## src/gbn_pkg.sv

```systemverilog
package gbn_pkg;

    // queue and window sizing
    localparam int QUEUE_DEPTH = 64;
    localparam int MAX_WINDOW  = 8;
    localparam int RESULT_CAP  = 8;
    localparam int WIN_CAP     = (MAX_WINDOW < RESULT_CAP) ? MAX_WINDOW : RESULT_CAP;

    localparam int QIDX_W = $clog2(QUEUE_DEPTH);
    localparam int QCNT_W = $clog2(QUEUE_DEPTH + 1);
    localparam int OCNT_W = $clog2(RESULT_CAP + 1);
    localparam int WLIM_W = 4;

    localparam logic [WLIM_W-1:0] WINDOW_RESET = WLIM_W'(4);

    // event codes
    localparam logic [1:0] FUNC_SEND    = 2'd0;
    localparam logic [1:0] FUNC_ACK     = 2'd1;
    localparam logic [1:0] FUNC_TIMEOUT = 2'd2;

    typedef struct packed {
        logic [1:0]  func;
        logic [31:0] sequence_number;
        logic [9:0]  frame_len;
        logic [15:0] frame_tag;
    } t_in_word;

    typedef struct packed {
        logic [15:0] tx_tag;
        logic [31:0] tx_seq;
        logic [9:0]  tx_len;
        logic        send_rejected;
        logic        last_of_run;
    } t_out_word;

    // one queue entry
    typedef struct packed {
        logic [31:0] seq;
        logic [9:0]  len;
        logic [15:0] tag;
    } t_desc;

    // access request from the controller to the descriptor store
    typedef struct packed {
        logic              wr_en;
        logic [QIDX_W-1:0] wr_off;
        logic              rd_en;
        logic [OCNT_W-1:0] rd_off;
    } t_store_req;

    typedef enum logic [2:0] {
        S_IDLE,
        S_SEARCH,
        S_RELEASE,
        S_EMIT_RD,
        S_EMIT_WR,
        S_REJECT
    } t_state;

    // circular slot: head plus an offset below the depth
    function automatic logic [QIDX_W-1:0] slot(input logic [QIDX_W-1:0] head,
                                               input logic [QIDX_W-1:0] off);
        logic [QIDX_W:0] sum;
        sum = {1'b0, head} + {1'b0, off};
        if (sum >= (QIDX_W + 1)'(QUEUE_DEPTH)) begin
            sum = sum - (QIDX_W + 1)'(QUEUE_DEPTH);
        end
        return sum[QIDX_W-1:0];
    endfunction

endpackage

```

## src/gbn_desc_store.sv

```systemverilog
module gbn_desc_store
    import gbn_pkg::*;
(
    input  logic              i_clk,
    input  logic [QIDX_W-1:0] i_head,
    input  t_store_req        i_req,
    input  t_desc             i_wr_data,
    output t_desc             o_rd_data
);

    t_desc mem [QUEUE_DEPTH];
    t_desc r_rd_data;

    logic [QIDX_W-1:0] wr_addr;
    logic [QIDX_W-1:0] rd_addr;

    // offsets from the queue head to physical slots
    assign wr_addr = slot(i_head, i_req.wr_off);
    assign rd_addr = slot(i_head, QIDX_W'(i_req.rd_off));

    // single write port, registered read port
    always_ff @(posedge i_clk) begin
        if (i_req.wr_en) begin
            mem[wr_addr] <= i_wr_data;
        end
        if (i_req.rd_en) begin
            r_rd_data <= mem[rd_addr];
        end
    end

    assign o_rd_data = r_rd_data;

endmodule

```

## src/go_back_n_arq_sender.sv

```systemverilog
// Go-back-N sender window.
// Input channel (i_in_valid / o_in_ready / i_in_data) carries one event word:
// send a new frame, acknowledgment, or timeout. Output channel (o_out_valid /
// i_out_ready / o_out_data) carries one word per transmitted frame or per
// rejected send; last_of_run marks the final word caused by an event.
// Config channel (i_cfg_valid / o_cfg_ready / i_cfg_data) writes window_limit
// and is always ready; write it only while the block is idle.
// One event is handled at a time; o_in_ready is high in the idle state only.
// Descriptors live in a 64-entry memory with a registered read port, which
// delivers one descriptor per cycle while the receiver does not stall.
// Send: the descriptor is queued and, while the window has room, read back
// and emitted; a send into a full window is only queued, and a send into a
// full queue produces one rejected word.
// Acknowledgment: outstanding frames are searched from the oldest; a match
// releases frames up to it and refills the window from waiting frames; an
// unmatched one releases nothing. Timeout: outstanding frames are resent.
// When the receiver stalls, the output register holds its word and the
// sequencer waits; no word is dropped.
// Reset empties the queue, clears the window and sets window_limit to 4.
module go_back_n_arq_sender
    import gbn_pkg::*;
(
    input  logic              i_clk,
    input  logic              i_rst_n,
    input  logic              i_in_valid,
    output logic              o_in_ready,
    input  t_in_word          i_in_data,
    output logic              o_out_valid,
    input  logic              i_out_ready,
    output t_out_word         o_out_data,
    input  logic              i_cfg_valid,
    output logic              o_cfg_ready,
    input  logic [WLIM_W-1:0] i_cfg_data
);

    t_state            r_state, n_state;
    logic [QIDX_W-1:0] r_head, n_head;
    logic [QCNT_W-1:0] r_queued, n_queued;
    logic [OCNT_W-1:0] r_outstanding, n_outstanding;
    logic [WLIM_W-1:0] r_window;
    logic [31:0]       r_key, n_key;
    logic [OCNT_W-1:0] r_idx, n_idx;
    logic              r_cmp_valid, n_cmp_valid;
    logic [OCNT_W-1:0] r_cmp_idx, n_cmp_idx;
    logic [OCNT_W-1:0] r_rel, n_rel;
    logic [OCNT_W-1:0] r_emit_off, n_emit_off;
    logic [OCNT_W-1:0] r_emit_left, n_emit_left;
    logic              r_out_valid, n_out_valid;
    t_out_word         r_out, n_out;

    t_store_req        store_req;
    t_desc             wr_desc;
    t_desc             rd_desc;

    logic [OCNT_W-1:0] lim;
    logic              in_fire;
    logic              out_free;

    // release arithmetic
    logic [OCNT_W-1:0] rel_out;
    logic [QCNT_W-1:0] rel_queued;
    logic [OCNT_W-1:0] rel_room;
    logic [QCNT_W-1:0] rel_wait;
    logic [OCNT_W-1:0] rel_min;
    logic [OCNT_W-1:0] rel_emit;

    // effective window: zero acts as one, saturate at the cap
    always_comb begin
        if (r_window == '0) begin
            lim = OCNT_W'(1);
        end else if ({1'b0, r_window} > (WLIM_W + 1)'(WIN_CAP)) begin
            lim = OCNT_W'(WIN_CAP);
        end else begin
            lim = OCNT_W'(r_window);
        end
    end

    assign in_fire  = i_in_valid && o_in_ready;
    assign out_free = !r_out_valid || i_out_ready;

    assign rel_out    = r_outstanding - r_rel;
    assign rel_queued = r_queued - QCNT_W'(r_rel);
    assign rel_room   = (lim > rel_out) ? (lim - rel_out) : '0;
    assign rel_wait   = rel_queued - QCNT_W'(rel_out);
    assign rel_min    = (r_rel < rel_room) ? r_rel : rel_room;
    assign rel_emit   = (QCNT_W'(rel_min) > rel_wait) ? OCNT_W'(rel_wait) : rel_min;

    assign wr_desc.seq = i_in_data.sequence_number;
    assign wr_desc.len = i_in_data.frame_len;
    assign wr_desc.tag = i_in_data.frame_tag;

    gbn_desc_store u_store (
        .i_clk     (i_clk),
        .i_head    (r_head),
        .i_req     (store_req),
        .i_wr_data (wr_desc),
        .o_rd_data (rd_desc)
    );

    // sequencer: next state, memory requests, output loads
    always_comb begin
        n_state       = r_state;
        n_head        = r_head;
        n_queued      = r_queued;
        n_outstanding = r_outstanding;
        n_key         = r_key;
        n_idx         = r_idx;
        n_cmp_valid   = 1'b0;
        n_cmp_idx     = r_cmp_idx;
        n_rel         = r_rel;
        n_emit_off    = r_emit_off;
        n_emit_left   = r_emit_left;
        n_out_valid   = r_out_valid && !i_out_ready;
        n_out         = r_out;
        store_req     = '0;

        unique case (r_state)
            S_IDLE: begin
                if (in_fire) begin
                    n_key = i_in_data.sequence_number;
                    unique case (i_in_data.func)
                        FUNC_SEND: begin
                            if (r_queued >= QCNT_W'(QUEUE_DEPTH)) begin
                                n_state = S_REJECT;
                            end else begin
                                store_req.wr_en  = 1'b1;
                                store_req.wr_off = QIDX_W'(r_queued);
                                n_queued         = r_queued + 1'b1;
                                if (r_outstanding < lim) begin
                                    n_emit_off    = r_outstanding;
                                    n_emit_left   = OCNT_W'(1);
                                    n_outstanding = r_outstanding + 1'b1;
                                    n_state       = S_EMIT_RD;
                                end
                            end
                        end
                        FUNC_ACK: begin
                            if (r_outstanding != '0) begin
                                n_idx   = '0;
                                n_state = S_SEARCH;
                            end
                        end
                        FUNC_TIMEOUT: begin
                            if (r_outstanding != '0) begin
                                n_emit_off  = '0;
                                n_emit_left = r_outstanding;
                                n_state     = S_EMIT_RD;
                            end
                        end
                        default: begin
                        end
                    endcase
                end
            end

            S_SEARCH: begin
                // issue one read per cycle, compare it in the following cycle
                if (r_idx < r_outstanding) begin
                    store_req.rd_en  = 1'b1;
                    store_req.rd_off = r_idx;
                    n_idx            = r_idx + 1'b1;
                    n_cmp_valid      = 1'b1;
                    n_cmp_idx        = r_idx;
                end
                if (r_cmp_valid) begin
                    if (rd_desc.seq == r_key) begin
                        n_rel       = r_cmp_idx + 1'b1;
                        n_cmp_valid = 1'b0;
                        n_state     = S_RELEASE;
                    end else if (r_cmp_idx + 1'b1 == r_outstanding) begin
                        n_state = S_IDLE;
                    end
                end
            end

            S_RELEASE: begin
                n_head   = slot(r_head, QIDX_W'(r_rel));
                n_queued = rel_queued;
                if (rel_emit != '0) begin
                    n_emit_off    = rel_out;
                    n_emit_left   = rel_emit;
                    n_outstanding = rel_out + rel_emit;
                    n_state       = S_EMIT_RD;
                end else begin
                    n_outstanding = rel_out;
                    n_state       = S_IDLE;
                end
            end

            S_EMIT_RD: begin
                store_req.rd_en  = 1'b1;
                store_req.rd_off = r_emit_off;
                n_emit_off       = r_emit_off + 1'b1;
                n_state          = S_EMIT_WR;
            end

            S_EMIT_WR: begin
                if (out_free) begin
                    n_out_valid         = 1'b1;
                    n_out.tx_tag        = rd_desc.tag;
                    n_out.tx_seq        = rd_desc.seq;
                    n_out.tx_len        = rd_desc.len;
                    n_out.send_rejected = 1'b0;
                    n_out.last_of_run   = (r_emit_left == OCNT_W'(1));
                    n_emit_left         = r_emit_left - 1'b1;
                    if (r_emit_left > OCNT_W'(1)) begin
                        store_req.rd_en  = 1'b1;
                        store_req.rd_off = r_emit_off;
                        n_emit_off       = r_emit_off + 1'b1;
                    end else begin
                        n_state = S_IDLE;
                    end
                end
            end

            S_REJECT: begin
                if (out_free) begin
                    n_out_valid         = 1'b1;
                    n_out.tx_tag        = '0;
                    n_out.tx_seq        = '0;
                    n_out.tx_len        = '0;
                    n_out.send_rejected = 1'b1;
                    n_out.last_of_run   = 1'b1;
                    n_state             = S_IDLE;
                end
            end

            default: begin
                n_state = S_IDLE;
            end
        endcase
    end

    // control registers
    always_ff @(posedge i_clk) begin
        if (!i_rst_n) begin
            r_state       <= S_IDLE;
            r_head        <= '0;
            r_queued      <= '0;
            r_outstanding <= '0;
            r_window      <= WINDOW_RESET;
            r_idx         <= '0;
            r_cmp_valid   <= 1'b0;
            r_emit_left   <= '0;
            r_out_valid   <= 1'b0;
        end else begin
            r_state       <= n_state;
            r_head        <= n_head;
            r_queued      <= n_queued;
            r_outstanding <= n_outstanding;
            r_idx         <= n_idx;
            r_cmp_valid   <= n_cmp_valid;
            r_emit_left   <= n_emit_left;
            r_out_valid   <= n_out_valid;
            if (i_cfg_valid && o_cfg_ready) begin
                r_window <= i_cfg_data;
            end
        end
    end

    // payload registers
    always_ff @(posedge i_clk) begin
        r_key      <= n_key;
        r_cmp_idx  <= n_cmp_idx;
        r_rel      <= n_rel;
        r_emit_off <= n_emit_off;
        r_out      <= n_out;
    end

    assign o_in_ready  = (r_state == S_IDLE);
    assign o_cfg_ready = 1'b1;
    assign o_out_valid = r_out_valid;
    assign o_out_data  = r_out;

`ifndef SYNTHESIS
    // outstanding frames are always a prefix of the queue
    a_out_le_queued: assert property (@(posedge i_clk) disable iff (!i_rst_n)
        QCNT_W'(r_outstanding) <= r_queued)
        else $error("outstanding count above queued count");

    // window never grows past the cap
    a_out_le_cap: assert property (@(posedge i_clk) disable iff (!i_rst_n)
        r_outstanding <= OCNT_W'(WIN_CAP))
        else $error("outstanding count above window cap");

    // queue never overfills
    a_queue_bound: assert property (@(posedge i_clk) disable iff (!i_rst_n)
        r_queued <= QCNT_W'(QUEUE_DEPTH))
        else $error("queued count above depth");

    // emission always has work left
    a_emit_left: assert property (@(posedge i_clk) disable iff (!i_rst_n)
        (r_state == S_EMIT_RD || r_state == S_EMIT_WR) |-> (r_emit_left != '0))
        else $error("emission with nothing left");

    // a release always frees at least one frame that was outstanding
    a_release_range: assert property (@(posedge i_clk) disable iff (!i_rst_n)
        (r_state == S_RELEASE) |-> (r_rel != '0 && r_rel <= r_outstanding))
        else $error("release count out of range");
`endif

endmodule
```

## config.mk

```make
export PLATFORM = sky130hd
export DESIGN_NAME = go_back_n_arq_sender
export DESIGN_NICKNAME = d
export VERILOG_FILES = /design/src/gbn_pkg.sv /design/src/gbn_desc_store.sv /design/src/go_back_n_arq_sender.sv
export SDC_FILE = /design/constraint.sdc
export NUM_CORES = 2
export LEC_CHECK = 0
export ABC_AREA = 1
export BUFFER_PORTS_ARGS = -buffer_cell sky130_fd_sc_hd__buf_4
export CAP_MARGIN = 0
export CORE_MARGIN = 2
export CORE_UTILIZATION = 40
export CTS_CLUSTER_DIAMETER = 30
export DETAILED_ROUTE_END_ITERATION = 12
export RECOVER_POWER = 25
export SYNTH_ARGS = -nofsm -noshare
export SYNTH_HDL_FRONTEND = slang
export SYNTH_SLANG_ARGS = --single-unit
```

## constraint.sdc

```tcl
create_clock -name i_clk -period 9.85 [get_ports i_clk]
set_clock_uncertainty 0.2 [all_clocks]
set_input_delay 0.4925 -clock i_clk [delete_from_list [all_inputs] [get_ports i_clk]]
set_output_delay 0.4925 -clock i_clk [all_outputs]
set_load 0.05 [all_outputs]
```

## Yosys cells after proc, flatten, opt, wreduce, memory -nomap -nowiden

Memory sizes are Yosys's and may differ from the RTL's. A register that Yosys moved wholly into a read port is not among the register bits.
Cells that the tools add are included.
Widths: inputs -> output; s select.

- Memories: 1
- Bits of input ports: 69
- Logic and storage cells: 176
- Memory bits (writable): 3712
- Output and inout bits: 63
- Flip-flop bits (word level): 138

- $add $sub $neg: 17
- Reduce and logical (&&, ||, !) cells: 27
- Eq/ne operators: 31
- $lt $le $gt $ge: 11
- Muxes and demuxes: 71

Memories:

| name | depth | bits a word | read ports | clocked after Yosys merged registers in | write ports | line | source |
|---|---|---|---|---|---|---|---|
| u_store.mem | 64 | 58 | 1 | 1 | 1 | gbn_desc_store.sv:11 | `t_desc mem [QUEUE_DEPTH];` |

Operators by type and width:

| cell | count |
|---|---|
| $mux 60 | 2 |
| $pmux 60 s2 | 1 |
| $mux 4 | 26 |
| $mux 7 | 7 |
| $mux 3 | 11 |
| $eq 32x32->1 | 1 |
| $pmux 4 s2 | 4 |
| $ge 7x7->1 const B | 4 |
| $mux 6 | 3 |
| $pmux 3 s6 | 1 |
| $sub 6x1->6 const B | 3 |
| $add 4x1->4 const B | 4 |
| $ne 2x2->1 const B | 8 |
| $pmux 4 s4 | 1 |
| $mux 5 | 3 |
| $ne 3x3->1 const B | 5 |
| $pmux 5 s3 | 1 |
| $add 6x4->7 | 2 |
| $pmux 7 s2 | 1 |
| $sub 7x4->7 | 2 |
| $lt 4x4->1 | 3 |
| $pmux 4 s3 | 1 |
| $reduce_bool 4->1 | 3 |
| $ne 2x1->1 const B | 5 |
| 38 further kinds | 55 |

## Depth between registers and ports, before layout

- Word-level depth: 12
- Depth in mapped cells: 44
- Depth with buffers taken out: 44

## By module

Synthesis repeated with hierarchy kept, for this count alone.

- Cells, all modules: 13497
- Area total of the unflattened synthesis: 159117.6 µm²

Modules (own cells, without submodules):

| module | instances | cells an instance | area each (µm²) | seq. area each (µm²) |
|---|---|---|---|---|
| gbn_desc_store | 1 | 12568 | 151057.4 | 113208.6 |
| go_back_n_arq_sender | 1 | 929 | 8060.2 | 3803.6 |

## Least setup slack after synthesis

No wires, ideal clock.

- Kind: input -> register
- From: in i_in_data[58] in the netlist's numbering
- To: mem u_store.mem[32][0] in the netlist's numbering (enable)
- Setup time: 0.474 ns
- Stages on the path: 17
- Data required time: 9.176 ns
- Slack: 3.932 ns
- Data arrival time: 5.244 ns
- Buffers on the path: 0
- Path through: inv_1 ha_1 inv_1 nor2_1 inv_2 nor3_4 clkinv_1 nor2_1 ha_1 fa_1 a21oi_1 o21ai_0 xnor2_1 inv_1 nor2_1 nand2_1 nor2_1

- Longest elaborated chain between the ends: 7
- Elaborated cells between the ends (all ways): 10
- Those cells by class: 2 x add/sub; 1 x order compare; 6 x mux; 1 x reduce/logical

RTL lines:

| what | line | source |
|---|---|---|
| from (decl) | go_back_n_arq_sender.sv:27 | `input t_in_word i_in_data,` |
| $logic_not 2->1 * | go_back_n_arq_sender.sv:121 | `unique case (i_in_data.func)` |
| $mux 7 * | go_back_n_arq_sender.sv:121 |  |
| $mux 7 * | go_back_n_arq_sender.sv:119 | `if (in_fire) begin` |
| $mux 7 * | go_back_n_arq_sender.sv:117 | `unique case (r_state)` |
| $add 6x6->7 | gbn_pkg.sv:64 | `sum = {1'b0, head} + {1'b0, off};` |
| $sub 6x1->6 / $ge 7x7->1 (equally long branches) | gbn_pkg.sv:66, gbn_pkg.sv:65 |  |
| $mux 6 | gbn_pkg.sv:65 | `if (sum >= (QIDX_W + 1)'(QUEUE_DEPTH)) begin` |
| to (decl) | gbn_desc_store.sv:11 |  |

Every way passes the cells marked *; elsewhere a longest branch is shown, timed or not.

## Worst setup path after layout

- From: reg r_outstanding[1]
- To: reg, netlist name u_store.o_rd_data[31]

- Longest elaborated chain between the ends: 6
- Elaborated cells between the ends (all ways): 7
- Those cells by class: 2 x add/sub; 2 x order compare; 3 x mux

RTL lines:

| what | line | source |
|---|---|---|
| from (decl) | go_back_n_arq_sender.sv:39 | `logic [OCNT_W-1:0] r_outstanding, n_outstanding;` |
| from (signal assigned) | go_back_n_arq_sender.sv:250 | `r_outstanding <= n_outstanding;` |
| $lt 4x4->1 * | go_back_n_arq_sender.sv:158 | `if (r_idx < r_outstanding) begin` |
| $mux 5 * | go_back_n_arq_sender.sv:158 |  |
| $pmux 5 s3 * | go_back_n_arq_sender.sv:117 |  |
| $add 6x4->7 | gbn_pkg.sv:64 |  |
| $sub 6x1->6 / $ge 7x7->1 (equally long branches) | gbn_pkg.sv:66, gbn_pkg.sv:65 |  |
| $mux 6 | gbn_pkg.sv:65 |  |

Marked as above.
A chain may end at the register's enable or synchronous reset.

==> metrics <==
total track usage=24.6%; Buffers on Ports=130; run status=finished, violations left; crit path buf inv count=5; Max Cap Viol=39; Seq cells post-synth=a little under 4k; most common library cells after synthesis=edfxtp_1, nor2_1, o21ai_0; Max-Slew Margin vs Limit=-98.3%; share of the synthesized area in the top cell type=75.3%; Final Hold Fails=0; Ys Warns=0; net count after synthesis=11.6k; Avg Cell Area, Syn=13.4 sq um; Routed WL per cell=around 28 microns; drt drc=0; post-cts sizing count=0; Setup TNS Final=0 ns; violated checks=capacitance limit, slew limit; Worst Path Arrival=7.53 ns; critical path type=reg2reg; Placer Congestion=0.803; CTS tree=built; CP cell instances=inv_1 > ha_1 > a21boi_0 > o211ai_1 > nand2_1 > nor2_1 > inv_1 > o22ai_1 > ha_4 > inv_8 > buf_4 > buf_4 > o21ai_0 > o22ai_1 > nand2_1 > a21oi_1 > a311oi_1 > o31ai_1; Seq/Total Area, Yosys=75.7%; number of synthesized flops with an enable pin=3874; TritonRoute pass-1 iters=6; leakage=0.0622 uW; hold crit path type=in2reg; top cells by area in the synthesized netlist=edfxtp_1, o21ai_0, nor2_1; largest net degree at the start of global routing=216; Yosys top cell by area=edfxtp_1; vias in the first global route=102k; crit share post-route=71.0%; RSZ-0062 raised after global routing=no; grt ovf=0; Setup-failing EPs final=0; CP delay by family, top=buffers and inverters; Tot Pwr=53200 uW; Tmin final=6.99 ns; post-synthesis cell type count=55; Initial DRC Count=14.5k; first-pass GRT wire length=707000 microns; CP endpoint kind=flop; Worst-Skew Late Latency=1.08 ns; total CTS buffers=710; vias per cell=6.00; initial antenna violation count=18; # IOs=roughly 130; ys async rst share=0%; nets=between 10k and 15k; maximum VDD drop=0.228 mV; layout cell share with drive strength beyond 1=12.7%; # rows=228; Fill cells=between 30k and 40k; area grow syn2layout=20.9%; initial core utilization=40.1%; via count=105k; Post-DRT Antenna Nets=0; H-tree depth=6; Reg clk slew, reported paths=0.04 ns; max frequency=between 100 and 150 MHz; Mapped Cells=11.5k; area of the multi-input gates=34100 sq um; Die X=626 microns; Worst Path Required=a little over 10 ns; Max stage delay on crit path=around 0.74 ns; CP max-delay cell=inv_8; Cell Area, Synth=between 150000 and 200000 sq um; top-count cell post-synth=edfxtp_1; clock sink total=3908; hpwl dp=243000 microns; Top FF cell, synth=edfxtp_1; clk buf depth=4; die footprint=391000 sq um; Worst Tran Pin Value=roughly 3 ns; Final Slew Violations=approximately 2.6k; Seq. cell area=117000 sq um; Crit Path Max Fanout=141; CP startpoint kind=flop; clk root buf=clkbuf_16; Detailed Route WL=498000 microns; CORE AREA=385000 sq um; Die Span Y=626 microns; pwr dens=285 nW/um^2
area by class of cell:
| type | count | area share, % |
|---|---|---|
| clock inverters | 521 | 3.56 |
| flip-flops and latches | 3908 | 62.6 |
| inverters | 197 | 0.409 |
| repair buffers | 417 | 2.02 |
| multi-input cells | 6577 | 18.2 |
| well taps | 5060 | 3.39 |
| diodes | 10 | 0.0134 |
| clock buffers | 801 | 9.75 |
worst register-to-register path: cells and delay by family (launching register included):
family | cells | cell delay [ns]
adder cells (fa/ha/maj) | 2 | 0.74
buffers and inverters | 5 | 2.75
AND/OR/NAND/NOR | 3 | 0.57
flip-flops | 1 | 0.56
AO/OA/AOI/OAI | 8 | 1.87
state kept, by name, summed over array words and instances (netlist names), 3 cells and up:
signal / flops
o_out_data: 60
r_cmp_idx: 4
r_emit_left: 4
r_emit_off: 4
r_head: 6
r_idx: 4
r_key: 32
r_outstanding: 4
r_queued: 7
r_rel: 4
r_state: 3
r_window: 4
u_store.mem: 3712
u_store.o_rd_data: 58
through the flow:
stage | hold WS (ns) | worst slack [ns] | instances | util (%) | instance area [sq um]
after floorplan | 0.234 | 3.93 | 11500 | - | 155000
after global placement | 0.272 | 2.99 | 16100 | 41.9 | 161000
after detailed placement | 0.269 | 2.99 | 16100 | 41.9 | 161000
after CTS | 0.0377 | 2.98 | 17500 | 48.5 | 187000
after global routing | 0.140 | 2.40 | 17500 | 48.5 | 187000
final | 0.0655 | 2.86 | 17500 | 48.5 | 187000
power by group:
part	switching (uW)	total, uW	internal [uW]	leakage, uW
clock	8670	24900	16200	0.0119
combinational	6840	9420	2580	0.0151
sequential	197	18900	18700	0.0351
total	15700	53200	37500	0.0622
final timing paths:
path	startpoint	to	slack [ns]	cells past startpoint
worst max register to register	r_outstanding[1]	u_store.o_rd_data[31]	2.86	18
worst min register to register	r_idx[3]	r_cmp_idx[3]	0.30	0
worst max-delay path	r_outstanding[1]	u_store.o_rd_data[31]	2.86	18
worst min-delay path	i_in_data[58]	r_state[1]	0.07	8
timing repair:
item                                    4_1_cts  5_1_grt
hold buffers                                 77        0
endpoints found under the setup margin        0        0
endpoints found under the hold margin      3791        0
setup buffers                                 0        0
layer usage:
| layer | wire length, microns | global-route usage, % | up-vias |
|---|---|---|---|
| li1 | - | - | 44200 |
| met1 | 189000 | 32.4 | 53300 |
| met2 | 233000 | 39.5 | 6307 |
| met3 | 53300 | 4.87 | 1150 |
| met4 | 23400 | 11.2 | 4 |
| met5 | 27 | 0 | - |
cell usage in the layout (no fill, tap or decap), types with 11 or more instances in the layout:
master,n
a21oi_1,279
a311oi_1,69
a31oi_1,94
buf_12,47
buf_4,254
bufinv_16,106
clkbuf_1,125
clkbuf_16,715
clkinv_1,97
clkinv_16,29
clkinv_2,119
clkinv_4,48
clkinvlp_4,70
dfxtp_1,34
dlygate4sd3_1,77
edfxtp_1,3874
ha_1,56
inv_1,180
inv_16,16
inv_2,11
inv_6,32
mux2i_1,45
nand2_1,795
nand2_2,16
nand3_1,127
nand4_1,15
nor2_1,1985
nor2_4,71
o21ai_0,1865
o21ai_1,40
o221ai_1,461
o22ai_1,474
o31ai_1,48
o32ai_1,12
xnor2_1,18
xor2_1,34
kinds of logic (layout without fill, tap and decap cells):
group                      after synthesis  after routing  synth area share [%]
AOI/OAI and AO/OA                     3361           3361                  12.8
adders and majority gates               65             65                 0.565
muxes                                   45             45                 0.291
xor gates and xnor gates                56             56                 0.322
and+or+nand+nor                       3049           3049                  7.69
buffers and inverters                 1014           1936                  2.66
DFF                                   3908           3908                  75.7
other                                    1             11               0.00243
(Power assumes the default switching activity.)
